<file path="src/hdl/gf_pkg.sv">
// ----------------------------------------------------------------------------
// gf_pkg
// Shared types, constants and table builders for the GF(2^8) arithmetic unit.
// ----------------------------------------------------------------------------
package gf_pkg;

  localparam logic [8:0] GF_POLY  = 9'h11d;
  localparam logic [8:0] GF_ORDER = 9'd255;

  typedef enum logic [1:0] {
    GF_OP_MUL = 2'd0,
    GF_OP_DIV = 2'd1,
    GF_OP_INV = 2'd2,
    GF_OP_POW = 2'd3
  } gf_op_t;

  typedef enum logic [1:0] {
    GF_RES_LOOKUP = 2'd0,
    GF_RES_ZERO   = 2'd1,
    GF_RES_ONE    = 2'd2
  } gf_res_kind_t;

  typedef logic [255:0][7:0] gf_table_t;

  typedef struct packed {
    gf_op_t      operation;
    logic [7:0]  operand_a;
    logic [7:0]  operand_b;
    logic [15:0] exponent;
  } gf_in_t;

  typedef struct packed {
    logic [7:0] field_result;
    logic       zero_divisor;
  } gf_out_t;

  typedef struct packed {
    gf_op_t     operation;
    logic [7:0] log_a;
    logic [7:0] log_b;
    logic       a_zero;
    logic       b_zero;
    logic       e_zero;
    logic [7:0] e_mod;
  } gf_operands_t;

  typedef struct packed {
    gf_res_kind_t kind;
    logic         zero_div;
    logic [15:0]  log_sum;
  } gf_log_t;

  function automatic gf_table_t gf_build_exp();
    gf_table_t  t;
    logic [8:0] x;
    x = 9'd1;
    for (int i = 0; i < 256; i++) begin
      t[i] = x[7:0];
      x = x << 1;
      if (x[8]) begin
        x = x ^ GF_POLY;
      end
    end
    return t;
  endfunction

  function automatic gf_table_t gf_build_log();
    gf_table_t t;
    gf_table_t e;
    t = '0;
    e = gf_build_exp();
    for (int i = 0; i < 255; i++) begin
      t[e[i]] = 8'(i);
    end
    return t;
  endfunction

  localparam gf_table_t GF_EXP = gf_build_exp();
  localparam gf_table_t GF_LOG = gf_build_log();

  // Reduction modulo 255 by folding bytes, since 256 is congruent to 1.
  function automatic logic [7:0] gf_mod255(input logic [15:0] x);
    logic [8:0] s;
    logic [7:0] t;
    s = {1'b0, x[15:8]} + {1'b0, x[7:0]};
    t = s[7:0] + {7'd0, s[8]};
    return (t == 8'hff) ? 8'd0 : t;
  endfunction

endpackage

</file>
<file path="src/hdl/gf_stream_if.sv">
// ----------------------------------------------------------------------------
// gf_stream_if
// Valid/ready channel carrying one payload beat per handshake.
// ----------------------------------------------------------------------------
interface gf_stream_if #(
  parameter type payload_t = logic
) ();
  logic     valid;
  logic     ready;
  payload_t data;

  modport source (output valid, output data, input ready);
  modport sink (input valid, input data, output ready);
endinterface

</file>
<file path="src/hdl/gf256_field_alu.sv">
// ----------------------------------------------------------------------------
// gf256_field_alu
// A request beat is registered in the operand, log and result stages on its way to the response.
// Throughput is one beat per cycle while the response side is ready, set by three registered stages.
// Reset clears the stage valid flags only; the tables are constant ROMs.
// Multiply, divide, inverse and power over GF(2^8) with polynomial 0x11d.
// ----------------------------------------------------------------------------
module gf256_field_alu (
  input  logic          clk,
  input  logic          rst,
  gf_stream_if.sink     request,
  gf_stream_if.source   response
);
  import gf_pkg::*;

  logic         opnd_valid;
  logic         opnd_ready;
  gf_operands_t opnd_data;
  logic         log_valid;
  logic         log_ready;
  gf_log_t      log_data;
  gf_out_t      res_data;

  gf_operand_stage u_operand (
    .clk       (clk),
    .rst       (rst),
    .in_valid  (request.valid),
    .in_ready  (request.ready),
    .in_data   (request.data),
    .out_valid (opnd_valid),
    .out_ready (opnd_ready),
    .out_data  (opnd_data)
  );

  gf_log_stage u_log (
    .clk       (clk),
    .rst       (rst),
    .in_valid  (opnd_valid),
    .in_ready  (opnd_ready),
    .in_data   (opnd_data),
    .out_valid (log_valid),
    .out_ready (log_ready),
    .out_data  (log_data)
  );

  gf_result_stage u_result (
    .clk       (clk),
    .rst       (rst),
    .in_valid  (log_valid),
    .in_ready  (log_ready),
    .in_data   (log_data),
    .out_valid (response.valid),
    .out_ready (response.ready),
    .out_data  (res_data)
  );

  assign response.data = res_data;

`ifndef SYNTH
  a_error_zero_result: assert property (@(posedge clk) disable iff (rst)
    response.valid && res_data.zero_divisor |-> res_data.field_result == 8'd0)
    else $error("zero divisor flag raised with a nonzero result");

  a_ready_chain: assert property (@(posedge clk) disable iff (rst)
    response.ready |-> request.ready)
    else $error("request stalled while the response side is ready");

  a_one_no_error: assert property (@(posedge clk) disable iff (rst)
    log_valid && log_data.kind == GF_RES_ONE |-> !log_data.zero_div)
    else $error("power result flagged as a zero divisor");
`endif
endmodule

</file>
<file path="src/hdl/gf_operand_stage.sv">
// ----------------------------------------------------------------------------
// gf_operand_stage
// Registers each request beat with its operand logarithms and reduced exponent.
// ----------------------------------------------------------------------------
module gf_operand_stage (
  input  logic                  clk,
  input  logic                  rst,
  input  logic                  in_valid,
  output logic                  in_ready,
  input  gf_pkg::gf_in_t        in_data,
  output logic                  out_valid,
  input  logic                  out_ready,
  output gf_pkg::gf_operands_t  out_data
);
  import gf_pkg::*;

  logic         valid;
  gf_operands_t data;
  gf_operands_t data_next;

  assign in_ready  = !valid || out_ready;
  assign out_valid = valid;
  assign out_data  = data;

  always_comb begin
    data_next.operation = in_data.operation;
    data_next.log_a     = GF_LOG[in_data.operand_a];
    data_next.log_b     = GF_LOG[in_data.operand_b];
    data_next.a_zero    = (in_data.operand_a == 8'd0);
    data_next.b_zero    = (in_data.operand_b == 8'd0);
    data_next.e_zero    = (in_data.exponent == 16'd0);
    data_next.e_mod     = gf_mod255(in_data.exponent);
  end

  always_ff @(posedge clk) begin
    if (rst) begin
      valid <= 1'b0;
    end else if (in_ready) begin
      valid <= in_valid;
    end
  end

  always_ff @(posedge clk) begin
    if (in_ready && in_valid) begin
      data <= data_next;
    end
  end
endmodule

</file>
<file path="src/hdl/gf_log_stage.sv">
// ----------------------------------------------------------------------------
// gf_log_stage
// Combines operand logarithms per operation and flags the special cases.
// ----------------------------------------------------------------------------
module gf_log_stage (
  input  logic                 clk,
  input  logic                 rst,
  input  logic                 in_valid,
  output logic                 in_ready,
  input  gf_pkg::gf_operands_t in_data,
  output logic                 out_valid,
  input  logic                 out_ready,
  output gf_pkg::gf_log_t      out_data
);
  import gf_pkg::*;

  logic    valid;
  gf_log_t data;
  gf_log_t data_next;

  assign in_ready  = !valid || out_ready;
  assign out_valid = valid;
  assign out_data  = data;

  always_comb begin
    data_next.kind     = GF_RES_LOOKUP;
    data_next.zero_div = 1'b0;
    data_next.log_sum  = 16'd0;
    case (in_data.operation)
      GF_OP_MUL: begin
        data_next.log_sum = 16'(in_data.log_a) + 16'(in_data.log_b);
        if (in_data.a_zero || in_data.b_zero) begin
          data_next.kind = GF_RES_ZERO;
        end
      end
      GF_OP_DIV: begin
        data_next.log_sum = 16'(in_data.log_a) + 16'(GF_ORDER) - 16'(in_data.log_b);
        if (in_data.b_zero) begin
          data_next.kind     = GF_RES_ZERO;
          data_next.zero_div = 1'b1;
        end else if (in_data.a_zero) begin
          data_next.kind = GF_RES_ZERO;
        end
      end
      GF_OP_INV: begin
        data_next.log_sum = 16'(GF_ORDER) - 16'(in_data.log_a);
        if (in_data.a_zero) begin
          data_next.kind     = GF_RES_ZERO;
          data_next.zero_div = 1'b1;
        end
      end
      GF_OP_POW: begin
        data_next.log_sum = 16'(in_data.log_a) * 16'(in_data.e_mod);
        if (in_data.e_zero) begin
          data_next.kind = GF_RES_ONE;
        end else if (in_data.a_zero) begin
          data_next.kind = GF_RES_ZERO;
        end
      end
      default: begin
        data_next.kind = GF_RES_ZERO;
      end
    endcase
  end

  always_ff @(posedge clk) begin
    if (rst) begin
      valid <= 1'b0;
    end else if (in_ready) begin
      valid <= in_valid;
    end
  end

  always_ff @(posedge clk) begin
    if (in_ready && in_valid) begin
      data <= data_next;
    end
  end
endmodule

</file>
<file path="src/hdl/gf_result_stage.sv">
// ----------------------------------------------------------------------------
// gf_result_stage
// Reduces the combined logarithm, looks up the antilog and holds the result.
// ----------------------------------------------------------------------------
module gf_result_stage (
  input  logic             clk,
  input  logic             rst,
  input  logic             in_valid,
  output logic             in_ready,
  input  gf_pkg::gf_log_t  in_data,
  output logic             out_valid,
  input  logic             out_ready,
  output gf_pkg::gf_out_t  out_data
);
  import gf_pkg::*;

  logic    valid;
  gf_out_t data;
  gf_out_t data_next;

  assign in_ready  = !valid || out_ready;
  assign out_valid = valid;
  assign out_data  = data;

  always_comb begin
    data_next.zero_divisor = in_data.zero_div;
    case (in_data.kind)
      GF_RES_LOOKUP: data_next.field_result = GF_EXP[gf_mod255(in_data.log_sum)];
      GF_RES_ONE:    data_next.field_result = 8'd1;
      default:       data_next.field_result = 8'd0;
    endcase
  end

  always_ff @(posedge clk) begin
    if (rst) begin
      valid <= 1'b0;
    end else if (in_ready) begin
      valid <= in_valid;
    end
  end

  always_ff @(posedge clk) begin
    if (in_ready && in_valid) begin
      data <= data_next;
    end
  end
endmodule
</file>
<file path="src/flat_wrapper.sv">
// flat-port wrapper written by rule: the top's interface ports become plain ports
module gf256_field_alu_flat import gf_pkg::*;
  (clk, rst, request_valid, request_data, request_ready, response_valid, response_data, response_ready);
  gf_stream_if request_i ();
  gf_stream_if response_i ();
  input  logic clk;
  input  logic rst;
  input wire logic [$bits(request_i.valid)-1:0] request_valid;
  input wire logic [$bits(request_i.data)-1:0] request_data;
  output wire logic [$bits(request_i.ready)-1:0] request_ready;
  output wire logic [$bits(response_i.valid)-1:0] response_valid;
  output wire logic [$bits(response_i.data)-1:0] response_data;
  input wire logic [$bits(response_i.ready)-1:0] response_ready;
  assign request_i.valid = request_valid;
  assign request_i.data = request_data;
  assign request_ready = request_i.ready;
  assign response_valid = response_i.valid;
  assign response_data = response_i.data;
  assign response_i.ready = response_ready;
  gf256_field_alu u_core (.clk(clk), .rst(rst), .request(request_i), .response(response_i));
endmodule
</file>
<file path="config.mk">
export PLATFORM = sky130hd
export DESIGN_NAME = gf256_field_alu_flat
export DESIGN_NICKNAME = d
export VERILOG_FILES = /design/src/hdl/gf_pkg.sv /design/src/hdl/gf_stream_if.sv /design/src/hdl/gf256_field_alu.sv /design/src/hdl/gf_operand_stage.sv /design/src/hdl/gf_log_stage.sv /design/src/hdl/gf_result_stage.sv /design/src/flat_wrapper.sv
export SDC_FILE = /design/constraint.sdc
export NUM_CORES = 1
export LEC_CHECK = 0
export ABC_AREA = 0
export CAP_MARGIN = 20
export CORE_AREA = 2 2 39 41
export CTS_BUF_LIST = sky130_fd_sc_hd__clkbuf_16
export CTS_CLUSTER_SIZE = 40
export DETAILED_ROUTE_END_ITERATION = 6
export DIE_AREA = 0 0 41 43
export DONT_BUFFER_PORTS = 1
export PLACE_DENSITY = 0.3
export SETUP_SLACK_MARGIN = 0.15
export SLEW_MARGIN = 30
export SYNTH_ARGS = -nofsm -noshare
export SYNTH_HDL_FRONTEND = slang
export SYNTH_SLANG_ARGS = --single-unit
export TNS_END_PERCENT = 1
</file>
<file path="constraint.sdc">
create_clock -name clk -period 0.8 [get_ports clk]
set_input_delay 0 -clock clk [delete_from_list [all_inputs] [get_ports clk]]
set_output_delay 0 -clock clk [all_outputs]
set_load 0.01 [all_outputs]
</file>
==> Yosys cells after proc, flatten, opt, wreduce, memory -nomap -nowiden <==
Cells that the tools add are included.
{ "word_totals": {"word_cells": 9, "inputBits": 5, "reg_bits": 3, "out_inout_bits": 3} }
{ "classes": {"reduce_logical": 6} }
{ "op_table": {"columns": ["operator", "count"], "rows": [
  ["$logic_not A1 Y1", 3],
  ["$logic_or A1 B1 Y1", 3]
]} }

==> Depth between registers and ports, before layout <==
{ "depth": {"word_depth": 4, "ltp_mapped": 2} }

==> Hierarchy <==
A second synthesis with hierarchy kept.
{ "hier_totals": {"cells_unflattened": 2296, "hier_area_um2": 16477.1} }
{ "by_module_without_submodules": {"columns": ["module", "n_inst", "cells_each", "seq_area_each_um2", "area_per_inst_um2"], "rows": [
  ["gf_operand_stage", 1, 1149, 890.9, 7955.1],
  ["gf_result_stage", 1, 736, 290.3, 4832.1],
  ["gf_log_stage", 1, 410, 590.6, 3686.0],
  ["gf256_field_alu", 1, 1, 0.0, 3.8]
]} }

==> Worst setup path before layout <==
No wires, ideal clock.
{ "synth_timing": {"kind": "reg2reg", "startpoint": "reg u_core.u_result.valid, in the netlist u_core.u_result.out_valid", "endpoint": "reg u_core.u_operand.valid, in the netlist u_core.u_operand.out_valid", "stages_incl_launch_ff": 3, "setup_ns": 0.067, "path_slack_ns": 0.003, "t_arrival_ns": 0.730, "n_path_buf": 0, "path_cell_list": "dfxtp_1 nand4b_2 a21oi_2"} }
{ "synth_between": {"elab_chain_cells": 4} }
{ "synth_lines": {"columns": ["element", "line_no", "source"], "rows": [
  ["from (decl)", "gf_result_stage.sv:17", "logic valid;"],
  ["from (signal assigned)", "gf_result_stage.sv:38", "valid <= in_valid;"],
  ["$logic_not A1 Y1", "gf_result_stage.sv:21", "assign in_ready = !valid || out_ready;"],
  ["$logic_or A1 B1 Y1", "gf_result_stage.sv:21", null],
  ["$logic_or A1 B1 Y1", "gf_log_stage.sv:21", "assign in_ready = !valid || out_ready;"],
  ["$logic_or A1 B1 Y1", "gf_operand_stage.sv:21", "assign in_ready = !valid || out_ready;"],
  ["named net request_ready", "flat_wrapper.sv:10", "output wire logic [$bits(request_i.ready)-1:0] request_ready;"],
  ["to (signal assigned)", "gf_operand_stage.sv:39", "valid <= in_valid;"],
  ["to (decl)", "gf_operand_stage.sv:17", "logic valid;"]
]} }
The timed path passes the listed nets, and every way through them passes these cells.
A chain may end at the register's enable or synchronous reset.

==> Worst setup path after layout <==
{ "layout_timing": {"startpoint": "reg u_core.u_result.valid, in the netlist u_core.u_result.out_valid", "endpoint": "out request_ready"} }
{ "layout_between": {"elab_chain_cells": 4} }
{ "layout_lines": {"columns": ["element", "line_no"], "rows": [
  ["$logic_not A1 Y1", "gf_result_stage.sv:21"],
  ["$logic_or A1 B1 Y1", "gf_result_stage.sv:21"],
  ["$logic_or A1 B1 Y1", "gf_log_stage.sv:21"],
  ["$logic_or A1 B1 Y1", "gf_operand_stage.sv:21"],
  ["to (decl)", "flat_wrapper.sv:10"]
]} }
Every way passes these cells.

==> out/metrics.csv <==
stage,metric,value,unit
setup_path,max incr delay on CP,0.38,ns
clock_tree,Worst-path clk slew,0.03,ns
clock_tree,Num CTS Buffers,3,
final_layout,Area growth syn-to-layout,97.1,%
place,port bufs,0,
die,Die Span Y,43,um
sta,setup ws final,0.0704,ns
logic_synthesis,syn avg cell area,9.29,um2
logic_synthesis,post-synthesis cell type count,9,
global_route,largest net degree at the start of global routing,5,
min_path,hold path start,response_ready,
logic_synthesis,Synth Area in Compound Gates,0.144,
final_layout,layout cells sized above 1,0.421,
die,Die ar.,1760,um2
clock_tree,Max H-tree Level,1,
logic_synthesis,Area contributors post-synth,"dfxtp_1 (46%), nand4b_2 (12%), inv_1 (8.7%)",
die,chip width,41,um
setup_path,critical path required time,0.80,ns
flow_run,max cap viols,0,
logic_synthesis,post-synthesis mux area share,0,
setup_path,CP cell instances,nand4b_4,
detailed_routing,drt drc,0,
global_route,vias in the first global route,129,
detailed_routing,WL/cell,7.83,um
sta,post-route setup TNS,0,ns
min_path,worst min path class,input port to register,
die,IO Count,8,
logic_synthesis,top cell type's share of synthesized area,0.462,
clock_tree,Clock Sinks,3,
global_route,Total Routing Usage GR,0.0572,
status,violated checks,negative hold slack,
logic_synthesis,Post-Synth XOR/XNOR Area,0,
setup_path,WP data arrival,0.73,ns
global_route,first-pass GRT wire length,510,um
logic_synthesis,Cells after Synth,14,
setup_path,Critical Path Slowest Stage Cell,dfxtp_4,
pwr,pwr dens,3750,nW/um2
setup_path,"CP delay by family, top",flip-flops,
setup_path,crit path buf inv count,0,
logic_synthesis,"Top FF cell, synth",dfxtp_1,
setup_path,crit-path max FO,4,
place,dpl ws,0.107,ns
pwr,VDD IR-drop max,0.00140,V
clock_tree,CTS root buf,clkbuf_16,
clock_tree,postcts setup bufs,0,
pwr,Static Leakage,0.122,nW
final_layout,Nets,25,
logic_synthesis,mapped cell area,130,um2
logic_synthesis,"EDFF count, synth",0,
logic_synthesis,post-synth top area cell,dfxtp_1,
logic_synthesis,#FFs+latches synth,3,
setup_path,CP startpoint kind,register,
logic_synthesis,Synth Net Count,19,
sta,unrepaired setup endpoints after global routing,yes,
clock_tree,hold buffers post-CTS,2,
detailed_routing,first-pass detailed-route iteration total,1,
logic_synthesis,simple-gate share of the synthesized area,0.221,
clock_tree,clock buffer depth,2,
pwr,Pwr Total,0.963,mW
logic_synthesis,Commonest cells post-synth,"dfxtp_1 (3), inv_1 (3), a21oi_1 (2)",
final_layout,post-layout util,0.185,
final_layout,Diodes inserted,0,
clock_tree,clock latency on the worst-skew pair,0.22,ns
place,Final GP Congestion,0.500,
sta,Final Hold Vio Count,2,
sta,Highest Clock Rate,1370,MHz
setup_path,RR Startpoint,u_core.u_result.out_valid$_SDFFE_PP0P_,
logic_synthesis,YS warnings,0,
status,status,"complete, but fails checks",
setup_path,Setup CP Type,register to output pin,
detailed_routing,DR vias/cell,3.03,
sta,final slew viol count,0,
setup_path,worst setup path startpoint,u_core.u_result.out_valid$_SDFFE_PP0P_,
die,Core Rows,14,
logic_synthesis,area share of fa/ha/maj cells after synthesis,0,
detailed_routing,Iteration-0 DRC Markers,0,
setup_path,CP Capture Type,output pin,
sta,Min Hold Slack,-0.0444,ns
place,dpl cells,29,
detailed_routing,routed wire length,274,um
final_layout,Final Non-Filler Cells,35,
detailed_routing,total number of vias,106,
global_route,grt total ovfl,0,
detailed_routing,DRT antenna net count,0,
logic_synthesis,Async SR Flop Fraction,0,
sta,minimum clock period,0.730,ns
global_route,initial antenna violation count,0,
logic_synthesis,post-synthesis sequential area ratio,0.462,
logic_synthesis,largest family of logic cells by synthesized area,simple AND/OR/NAND/NOR gates,
die,Initial Util,0.0940,
clock_tree,CTS tree,yes,
die,Core Area,1380,um2
setup_path,Worst R2R Setup Slack,0.09,ns
sta,Final setup viols,0,
sta,clock skew,0.00214,ns
sta,Final period util,0.912,
[state kept, by name, indices dropped and copies added, names as in the netlist]
name                        cells
u_core.u_log.out_valid          1
u_core.u_operand.out_valid      1
u_core.u_result.out_valid       1
[power by group]
part / switching, mW / total, mW / internal, mW / leakage (nW)
sequential: 0.00969 / 0.167 / 0.157 / 0.0261
combinational: 0.00939 / 0.0237 / 0.0144 / 0.0534
clock: 0.129 / 0.772 / 0.644 / 0.0423
total: 0.148 / 0.963 / 0.815 / 0.122
[kinds of logic (layout without fill, tap and decap cells)]
| family | Yosys count | in the layout |
|---|---|---|
| other | 1 | 1 |
| DFF | 3 | 3 |
| AOI/OAI and AO/OA | 3 | 3 |
| and+or+nand+nor | 3 | 3 |
| buffers and inverters | 4 | 9 |
[final timing paths]
kind,to,cells after the start
min,u_core.u_result.out_valid$_SDFFE_PP0P_,2
min reg2reg,u_core.u_result.out_valid$_SDFFE_PP0P_,2
max reg2reg,u_core.u_operand.out_valid$_SDFFE_PP0P_,2
max,request_ready,1
[metrics by stage]
| stage | hold slack, ns | instance area, um2 |
|---|---|---|
| finish | -0.0444 | 256 |
| global route | -0.0188 | 256 |
| CTS | -0.0462 | 255 |
| detailed placement | 0.0624 | 156 |
| global placement | 0.0624 | 156 |
| floorplan | 0.0594 | 144 |
[per-layer routing]
metal  global-route usage  routed length [um]  up-vias  share of wire
met5                    0                   0        -              0
met4               0.0800                   9        0          0.033
met3               0.0838                  65        2           0.24
met2               0.0500                  79        8           0.29
met1               0.0417                 120       42           0.44
li1                     -                   -       54              -
[layout by cell type, fill, tap and decap left out]
cell,count
dfxtp_2,2
inv_1,4
nand3b_1,1
dfxtp_4,1
conb_1,1
clkbuf_16,3
a21oi_1,2
nand4b_4,1
nand2b_1,1
a21oi_2,1
dlygate4sd3_1,2
[area by class of cell]
type,instances,area (um2)
Fill cell,153,1130
Clock buffer,3,75.1
Sequential cell,3,66.3
Multi-Input combinational cell,7,60.1
Timing Repair Buffer,2,20.0
Tap cell,16,20.0
Inverter,3,11.3
Clock inverter,1,3.75
[repair_timing]
| item | 4_1_cts | 5_1_grt |
|---|---|---|
| gates resized for setup | 0 | 1 |
| endpoints found under the setup margin | 3 | 4 |
| endpoints found under the hold margin | 3 | 2 |
Power figures use the tool's default switching activity.
